[config.mk]
export PLATFORM = sky130hd
export DESIGN_NAME = return_address_stack
export DESIGN_NICKNAME = d
export VERILOG_FILES = /design/src/ras_pkg.sv /design/src/ras_cell.sv /design/src/return_address_stack.sv
export SDC_FILE = /design/constraint.sdc
export NUM_CORES = 2
export LEC_CHECK = 0
export BUFFER_PORTS_ARGS = -buffer_cell sky130_fd_sc_hd__buf_2
export CAP_MARGIN = 20
export CORE_ASPECT_RATIO = 1.4
export CORE_MARGIN = 2
export CORE_UTILIZATION = 41
export CTS_CLUSTER_DIAMETER = 50
export CTS_CLUSTER_SIZE = 20
export DETAILED_ROUTE_END_ITERATION = 7
export PLACE_DENSITY = 0.67
export RECOVER_POWER = 25
export SLEW_MARGIN = 15
export SYNTH_ARGS = -nofsm -noshare
export SYNTH_HDL_FRONTEND = slang
export SYNTH_SLANG_ARGS = --single-unit
[constraint.sdc]
create_clock -name aclk -period 48.5 [get_ports aclk]
set_input_delay 4.85 -clock aclk [delete_from_list [all_inputs] [get_ports aclk]]
set_output_delay 4.85 -clock aclk [all_outputs]
set_load 0.005 [all_outputs]
[src/ras_pkg.sv]
package ras_pkg;

    localparam int DEFAULT_MAX_DEPTH = 32;
    localparam int DEFAULT_ADDR_BITS = 64;
    localparam int SETTING_W         = 7;
    localparam int ENTRY_COUNT_W     = 6;

    localparam logic FUNC_PUSH = 1'b0;
    localparam logic FUNC_POP  = 1'b1;

    typedef struct packed {
        logic push;
        logic pop;
    } shift_ctrl_t;

endpackage

[src/ras_cell.sv]
module ras_cell #(
    parameter int ADDR_BITS = ras_pkg::DEFAULT_ADDR_BITS
) (
    input  logic                  aclk,
    input  ras_pkg::shift_ctrl_t  ctrl,
    input  logic [ADDR_BITS-1:0]  newer_entry,
    input  logic [ADDR_BITS-1:0]  older_entry,
    output logic [ADDR_BITS-1:0]  entry
);

    logic [ADDR_BITS-1:0] entry_reg;
    logic [ADDR_BITS-1:0] entry_next;

    always_comb begin
        entry_next = entry_reg;
        if (ctrl.push) begin
            entry_next = newer_entry;
        end else if (ctrl.pop) begin
            entry_next = older_entry;
        end
    end

    always_ff @(posedge aclk) begin
        entry_reg <= entry_next;
    end

    assign entry = entry_reg;

endmodule

[src/return_address_stack.sv]
// Return address stack for trace decoding.
// The s_ channel carries one word per operation: s_func selects a push of
// s_return_address or a pop. The m_ channel returns one word per operation:
// the popped address (zero unless a non-empty pop in address mode), an empty
// flag for a pop on an empty stack, and the entry count after the operation.
// The cfg_ channel writes the signed stack setting: positive is the depth of
// the address stack (capped at MAX_DEPTH), negative keeps only a counter that
// saturates at its magnitude (also capped at MAX_DEPTH), zero turns the stack
// off. A write empties it. Entries live in a row of cells that shift toward
// the oldest end on a push and toward the newest end on a pop; a push into a
// full stack drops the oldest entry.
// m_valid rises in the cycle after acceptance. One word is accepted per cycle
// while s_ready is high; the cell shift and count update happen on acceptance.
// A result waits in the output register while m_ready is low; s_ready stays
// high as long as that register is empty or being emptied in the same cycle.
// Reset empties the stack, sets the setting to zero and drops any result.
module return_address_stack #(
    parameter int MAX_DEPTH = ras_pkg::DEFAULT_MAX_DEPTH,
    parameter int ADDR_BITS = ras_pkg::DEFAULT_ADDR_BITS
) (
    input  logic                                  aclk,
    input  logic                                  aresetn,
    input  logic                                  cfg_valid,
    output logic                                  cfg_ready,
    input  logic [ras_pkg::SETTING_W-1:0]         cfg_data,
    input  logic                                  s_valid,
    output logic                                  s_ready,
    input  logic                                  s_func,
    input  logic [ADDR_BITS-1:0]                  s_return_address,
    output logic                                  m_valid,
    input  logic                                  m_ready,
    output logic [ADDR_BITS-1:0]                  m_popped_address,
    output logic                                  m_was_empty,
    output logic [ras_pkg::ENTRY_COUNT_W-1:0]     m_entry_count
);

    localparam int CNT_W = $clog2(MAX_DEPTH + 1);
    localparam int LIM_W = (CNT_W > ras_pkg::SETTING_W) ? CNT_W : ras_pkg::SETTING_W;
    localparam int EXT_W = (CNT_W > ras_pkg::ENTRY_COUNT_W) ? CNT_W : ras_pkg::ENTRY_COUNT_W;

    logic                 cfg_fire;
    logic                 s_fire;
    logic                 is_push;
    logic                 is_pop;
    logic                 count_zero;

    logic [ras_pkg::SETTING_W-1:0] setting_mag;
    logic [LIM_W-1:0]              mag_ext;
    logic [CNT_W-1:0]              limit_cfg;

    logic [CNT_W-1:0]     limit_reg;
    logic [CNT_W-1:0]     limit_next;
    logic                 addr_mode_reg;
    logic                 addr_mode_next;
    logic [CNT_W-1:0]     count_reg;
    logic [CNT_W-1:0]     count_next;
    logic [CNT_W-1:0]     count_op;
    logic [EXT_W-1:0]     count_ext;

    logic                              m_valid_reg;
    logic                              m_valid_next;
    logic [ADDR_BITS-1:0]              m_popped_address_reg;
    logic [ADDR_BITS-1:0]              m_popped_address_next;
    logic                              m_was_empty_reg;
    logic                              m_was_empty_next;
    logic [ras_pkg::ENTRY_COUNT_W-1:0] m_entry_count_reg;
    logic [ras_pkg::ENTRY_COUNT_W-1:0] m_entry_count_next;

    ras_pkg::shift_ctrl_t  shift_ctrl;
    logic [ADDR_BITS-1:0]  cell_entry [MAX_DEPTH];

    assign cfg_ready = 1'b1;
    assign cfg_fire  = cfg_valid & cfg_ready;
    assign s_ready   = ~m_valid_reg | m_ready;
    assign s_fire    = s_valid & s_ready;
    assign is_push   = s_fire & (s_func == ras_pkg::FUNC_PUSH);
    assign is_pop    = s_fire & (s_func == ras_pkg::FUNC_POP);
    assign count_zero = (count_reg == '0);

    // Magnitude of the signed setting, capped at the number of cells.
    assign setting_mag = cfg_data[ras_pkg::SETTING_W-1] ? (~cfg_data + 1'b1) : cfg_data;
    assign mag_ext     = LIM_W'(setting_mag);
    assign limit_cfg   = (mag_ext > LIM_W'(MAX_DEPTH)) ? CNT_W'(MAX_DEPTH)
                                                       : mag_ext[CNT_W-1:0];

    always_comb begin
        limit_next     = limit_reg;
        addr_mode_next = addr_mode_reg;
        if (cfg_fire) begin
            limit_next     = limit_cfg;
            addr_mode_next = ~cfg_data[ras_pkg::SETTING_W-1] && (cfg_data != '0);
        end
    end

    always_comb begin
        count_op = count_reg;
        if (is_push && (count_reg < limit_reg)) begin
            count_op = count_reg + 1'b1;
        end else if (is_pop && !count_zero) begin
            count_op = count_reg - 1'b1;
        end
        count_next = cfg_fire ? '0 : count_op;
    end

    assign shift_ctrl.push = is_push & addr_mode_reg;
    assign shift_ctrl.pop  = is_pop & addr_mode_reg & ~count_zero;

    genvar gi;
    generate
        for (gi = 0; gi < MAX_DEPTH; gi++) begin : g_cell
            logic [ADDR_BITS-1:0] newer_entry;
            logic [ADDR_BITS-1:0] older_entry;
            if (gi == 0) begin : g_first
                assign newer_entry = s_return_address;
            end else begin : g_inner
                assign newer_entry = cell_entry[gi-1];
            end
            if (gi == MAX_DEPTH - 1) begin : g_last
                assign older_entry = '0;
            end else begin : g_mid
                assign older_entry = cell_entry[gi+1];
            end
            ras_cell #(
                .ADDR_BITS (ADDR_BITS)
            ) u_cell (
                .aclk        (aclk),
                .ctrl        (shift_ctrl),
                .newer_entry (newer_entry),
                .older_entry (older_entry),
                .entry       (cell_entry[gi])
            );
        end
    endgenerate

    assign count_ext = EXT_W'(count_op);

    always_comb begin
        m_valid_next          = m_valid_reg;
        m_popped_address_next = m_popped_address_reg;
        m_was_empty_next      = m_was_empty_reg;
        m_entry_count_next    = m_entry_count_reg;
        if (m_valid_reg && m_ready) begin
            m_valid_next = 1'b0;
        end
        if (s_fire) begin
            m_valid_next          = 1'b1;
            m_popped_address_next = shift_ctrl.pop ? cell_entry[0] : '0;
            m_was_empty_next      = is_pop & count_zero;
            m_entry_count_next    = count_ext[ras_pkg::ENTRY_COUNT_W-1:0];
        end
    end

    always_ff @(posedge aclk) begin
        if (!aresetn) begin
            limit_reg     <= '0;
            addr_mode_reg <= 1'b0;
            count_reg     <= '0;
            m_valid_reg   <= 1'b0;
        end else begin
            limit_reg     <= limit_next;
            addr_mode_reg <= addr_mode_next;
            count_reg     <= count_next;
            m_valid_reg   <= m_valid_next;
        end
    end

    always_ff @(posedge aclk) begin
        m_popped_address_reg <= m_popped_address_next;
        m_was_empty_reg      <= m_was_empty_next;
        m_entry_count_reg    <= m_entry_count_next;
    end

    assign m_valid          = m_valid_reg;
    assign m_popped_address = m_popped_address_reg;
    assign m_was_empty      = m_was_empty_reg;
    assign m_entry_count    = m_entry_count_reg;

    a_count_in_limit : assert property (@(posedge aclk) disable iff (!aresetn)
        count_reg <= limit_reg)
        else $error("Entry count exceeds the stack limit.");

    a_empty_pop_flag : assert property (@(posedge aclk) disable iff (!aresetn)
        is_pop && count_zero |=> m_valid && m_was_empty && (m_popped_address == '0))
        else $error("Pop on an empty stack did not report empty.");

    a_counter_mode_zero : assert property (@(posedge aclk) disable iff (!aresetn)
        is_pop && !addr_mode_reg |=> m_popped_address == '0)
        else $error("Pop outside address mode returned a nonzero address.");

    a_off_mode_empty : assert property (@(posedge aclk) disable iff (!aresetn)
        (limit_reg == '0) |-> count_zero)
        else $error("Stack holds entries while switched off.");

endmodule
Yosys cells after proc, flatten, opt, wreduce, memory -nomap -nowiden
Cells that the tools add are included.

Logic and storage cells: 138. Register bits after elaboration: 2133. Bits of input ports: 77.

Bitwise logic cells: 14. Reduce and logical (&&, ||, !) cells: 10. Add/subtract/negate cells: 3. Multiplexer cells: 70. $lt $le $gt $ge: 2.

Operators with widths (number): $mux W64 (64); $mux W6 (3); $add A7 B1 Y7 const B (1); $and A1 B1 Y1 (7); $gt A7 B6 Y1 const B (1); $mux W7 (1); $not A7 Y7 (1); $reduce_bool A7 Y1 (1); $add A6 B1 Y6 const B (1); $logic_not A6 Y1 (1); $lt A6 B6 Y1 (1); $sub A6 B1 Y6 const B (1); $not A1 Y1 (5); $logic_and A1 B1 Y1 (4); $reduce_bool A2 Y1 (2); $mux W1 (2); $reduce_or A2 Y1 (1); $logic_not A1 Y1 (1); $or A1 B1 Y1 (1).

Depth between registers and ports, before layout
Depth in word-level cells: 8. Gate-level depth with buffers: 8. Depth with buffers taken out: 7.

Hierarchy
A second synthesis with hierarchy kept.

Cell total of the unflattened synthesis: 4642. Area total of the unflattened synthesis: 96736.5 um^2.

Modules (own cells, without submodules): ras_cell (instances 32, area an instance 2905.3 um^2, cells each 136, sequential area each 1921.8 um^2); return_address_stack (instances 1, area an instance 3767.4 um^2, cells each 290, sequential area each 2412.3 um^2).

Worst setup path before layout
No wires, ideal clock.

Kind: input -> register. From: input port m_ready. To: register g_cell[0].u_cell.entry_reg[0], enable pin. Buffers on the path: 3. Setup time: 13.913 ns. Stages on the path: 7. Arrival time: 39.034 ns. Setup slack: -4.446 ns. Cells stage by stage: nand2b_1 -> and3_1 -> nand2_1 -> buf_2 -> buf_2 -> buf_2 -> nand2_1.

Cells in the longest elaborated chain, start to end: 6.

RTL lines: start, declared (RTL line return_address_stack.sv:31) `input logic m_ready,`; $or A1 B1 Y1 (*) (RTL line return_address_stack.sv:74) `assign s_ready = ~m_valid_reg | m_ready;`; $and A1 B1 Y1 (*) (RTL line return_address_stack.sv:75) `assign s_fire = s_valid & s_ready;`; $and A1 B1 Y1 (RTL line return_address_stack.sv:77) `assign is_pop = s_fire & (s_func == ras_pkg::FUNC_POP);`; $and A1 B1 Y1 (2 in series) (RTL line return_address_stack.sv:106) `assign shift_ctrl.pop = is_pop & addr_mode_reg & ~count_zero;`; $reduce_bool A2 Y1 (no source line) (*); end signal, assigned (RTL line ras_cell.sv:24) `entry_reg <= entry_next;`; end, declared (RTL line ras_cell.sv:11) `logic [ADDR_BITS-1:0] entry_reg;`.

Mark *: on every way between the ends. The rest lies on a longest branch, timed or not. A chain may end at the register's enable or synchronous reset.

Worst setup path in the final report
From: input port m_ready. To: register g_cell[4].u_cell.entry_reg[36], enable pin.

Cells in the longest elaborated chain, start to end: 6.

RTL lines (RTL line): $or A1 B1 Y1 (*) (return_address_stack.sv:74); $and A1 B1 Y1 (*) (return_address_stack.sv:75); $and A1 B1 Y1 (return_address_stack.sv:77); $and A1 B1 Y1 (2 in series) (return_address_stack.sv:106); $reduce_bool A2 Y1 (no source line) (*); end signal, assigned (ras_cell.sv:24); end, declared (ras_cell.sv:11).

Marks and branches as above.

==> impl_metrics.tcl <==
set metrics [dict create \
    status "finished, violations left" \
    violations "max-capacitance violations, max-slew violations" \
    syn_inst 4619 \
    tightest_slew_ps 9530 \
    post-route-period-util_pct 44.9 \
    yosys.area.top_type_share_pct 71.4 \
    drive_above_1_share_pct 27.4 \
    slew_viol_final 1231 \
    crit_type "in -> reg" \
    critPathTopFamily "simple AND/OR/NAND/NOR gates" \
    avgRoutedWirePerCell_um 17.0 \
    path_cells "buf_2 > nand2b_1 > and3_1 > nand2_1 > nand2_1 > clkbuf_1 > buf_4" \
    avgSynthCellArea_um2 19.3 \
    fmax_ghz 0.0459 \
    path_common_cell "nand2_1" \
    slew_headroom_pct -535 \
    drc 0 \
    synth_fp_nets 4705 \
    crit_fanout 188 \
    fin_skew_ps 43.9 \
    gr-total-overflow 0 \
    synthToLayoutAreaGrowth_pct 8.45 \
    die_w_um 398 \
    netlist_area_um2 89100 \
    grt_pass1_wl_um 212000 \
    start_kind "input port" \
    largest_register_ffs 2048 \
    path_depth 7 \
    ys.flop_type "edfxtp_1" \
    clkTransAtPathRegs_ps 80 \
    power.density_nw_per_um2 34.4 \
    cts_htree_levels 4 \
    ys_ff_latch 2133 \
    cts_tree "yes" \
    ios 151 \
    async_flop_share_pct 0 \
    grt_pass1_vias 40200 \
    synth_commonest_cells "edfxtp_1 (2119), mux2_1 (998), mux2_2 (986)" \
    synth_top_area_cell "edfxtp_1" \
    hold_buffers 0 \
    hold_violations 0 \
    vdd_drop_max_uv 38.5 \
    n_fill_cell 18600 \
    antenna_found_initial 16 \
    core_area_um2 216000 \
    period_needed_ps 21790 \
    hold_depth 2 \
    setup-tns-final_ps 0 \
    place_congestion 0.711 \
    yosysMostFrequentCell "edfxtp_1" \
    rows 202 \
    rsz0062_at_grt "no" \
    post_drt_via_cell_ratio 5.10 \
    drtIter0Drc 3106 \
    reg2reg_depth 6 \
    synth_edf_count 2119 \
    detail-route-antenna-nets 0 \
    ys_warn_count 0 \
    drv_cap 14 \
    post_cts_buffers 0 \
    vias 38900 \
    io_buffers 149 \
    cts_buffers 142 \
    die-height_um 556 \
    cts_num_sinks 2133 \
    cts-root-buf "clkbuf_16" \
    cp_slowest_cell "clkbuf_1" \
    hp-class "reg -> reg" \
    critPathRequiredTime_ps 48900 \
    arrival_ps 22200 \
    yosys.cell_types.count 53 \
    ys_top_cells_by_area "edfxtp_1 (71%), mux2_1 (13%), mux2_2 (12%), buf_2 (1.2%), and3_1 (0.91%)" \
    dp_slack_ps 35870 \
    nets 4793 \
    clockBufferDepth 4 \
    dr.pass1.iters 5 \
    endpoint_kind "flip-flop" \
    die_area_um2 221000 \
    cts.repair.resized 0 \
    dp_hpwl_um 75000 \
    ys_seq_area_share_pct 71.7 \
    wl_um 130000 \
    leakagePower_nw 31.6 \
    critical_path_buf_inv_count 3 \
    worstSkewPairLatency_ps 780 \
    setup_viol 0 \
    track_usage_pct 11.3 \
    crit_path_max_incr_delay_ps 6880 \
    grt_max_degree 206 \
    initial_core_util_pct 41.2 \
    setup_slack_ps 26710 \
]
==> report_power, final <==
group	total (mW)	internal (mW)	switching [mW]
Sequential	2.06	2.05	0.0150
Combinational	0.0954	0.0440	0.0514
Clock	1.17	0.583	0.585
==> cell usage in the layout (no fill, tap or decap), types with 3 or more instances in the layout <==
cell type   instances
mux2_1            999
ha_1                9
clkinv_4            5
clkinv_1            9
buf_4              32
nor2_1              5
mux2i_1             7
inv_1              13
o31ai_1             3
clkbuf_1           77
clkinv_2           11
and3_1            130
and2_0              3
nand2b_1           11
nor2b_1             4
bufinv_16           5
buf_12              3
a21boi_0            3
buf_2             102
mux2_2            985
edfxtp_1         2119
xnor2_1             5
nand3_1             4
dfxtp_1            13
nor3_1              4
nand2_1            11
clkbuf_16         147
clkinvlp_4          7
a21oi_1             4
==> per-layer routing <==
metal	GRT usage [%]	vias up	routed length (um)
met5	0	-	101
met4	3.09	16	2670
met3	1.99	184	5040
met2	18.1	489	60900
met1	15.9	19800	61100
li1	-	18400	-
==> metrics by stage <==
step                      util [%]  power, mW  hold WS [ps]  area (um2)  cells
after floorplan                  -       2.22           441       89100   4619
after global placement        42.8       2.20           456       92700   7418
after detailed placement      42.8       2.20           465       92700   7418
after CTS                     44.8       3.38           476       96800   7626
after global routing          44.7       3.45           492       96700   7628
final                         44.7       3.33           484       96700   7629
==> area by class of cell <==
cell class / count / area, um2 / share of cell area, %
antenna: 2 / 5.00 / 0.00518
clock buffer: 167 / 3760 / 3.89
clock inverter: 41 / 383 / 0.396
inverter: 13 / 48.8 / 0.0505
multi-input combinational: 2220 / 23900 / 24.7
sequential: 2133 / 63900 / 66.1
tap: 2856 / 3570 / 3.70
timing repair buffer: 197 / 1070 / 1.10
==> tightest hold or removal path: cells and delay by family, from the launching register on <==
kind | cells | cell delay, ps
flops | 1 | 320
simple gates | 1 | 60
compound gates | 1 | 50
==> logic make-up (layout without fill, tap and decap cells) <==
| logic type | Yosys count | after routing | synth area share, % |
|---|---|---|---|
| simple gates | 181 | 181 | 1.24 |
| fa+ha+maj | 9 | 9 | 0.126 |
| xor+xnor | 7 | 7 | 0.0688 |
| flops | 2133 | 2133 | 71.7 |
| other cells | 1 | 3 | 0.00421 |
| buf+inv | 266 | 418 | 1.44 |
| compound gates | 31 | 31 | 0.284 |
| mux | 1991 | 1991 | 25.1 |
==> worst paths after layout <==
path | start | to | slack, ps
setup / recovery | m_ready | g_cell[4].u_cell.entry[36] | 26710
hold / removal | limit_reg[4] | limit_reg[4] | 480
setup reg to reg | m_valid | g_cell[4].u_cell.entry[36] | 30600
hold reg to reg | limit_reg[4] | limit_reg[4] | 480
Note: power is estimated with default switching activity, not from simulation.
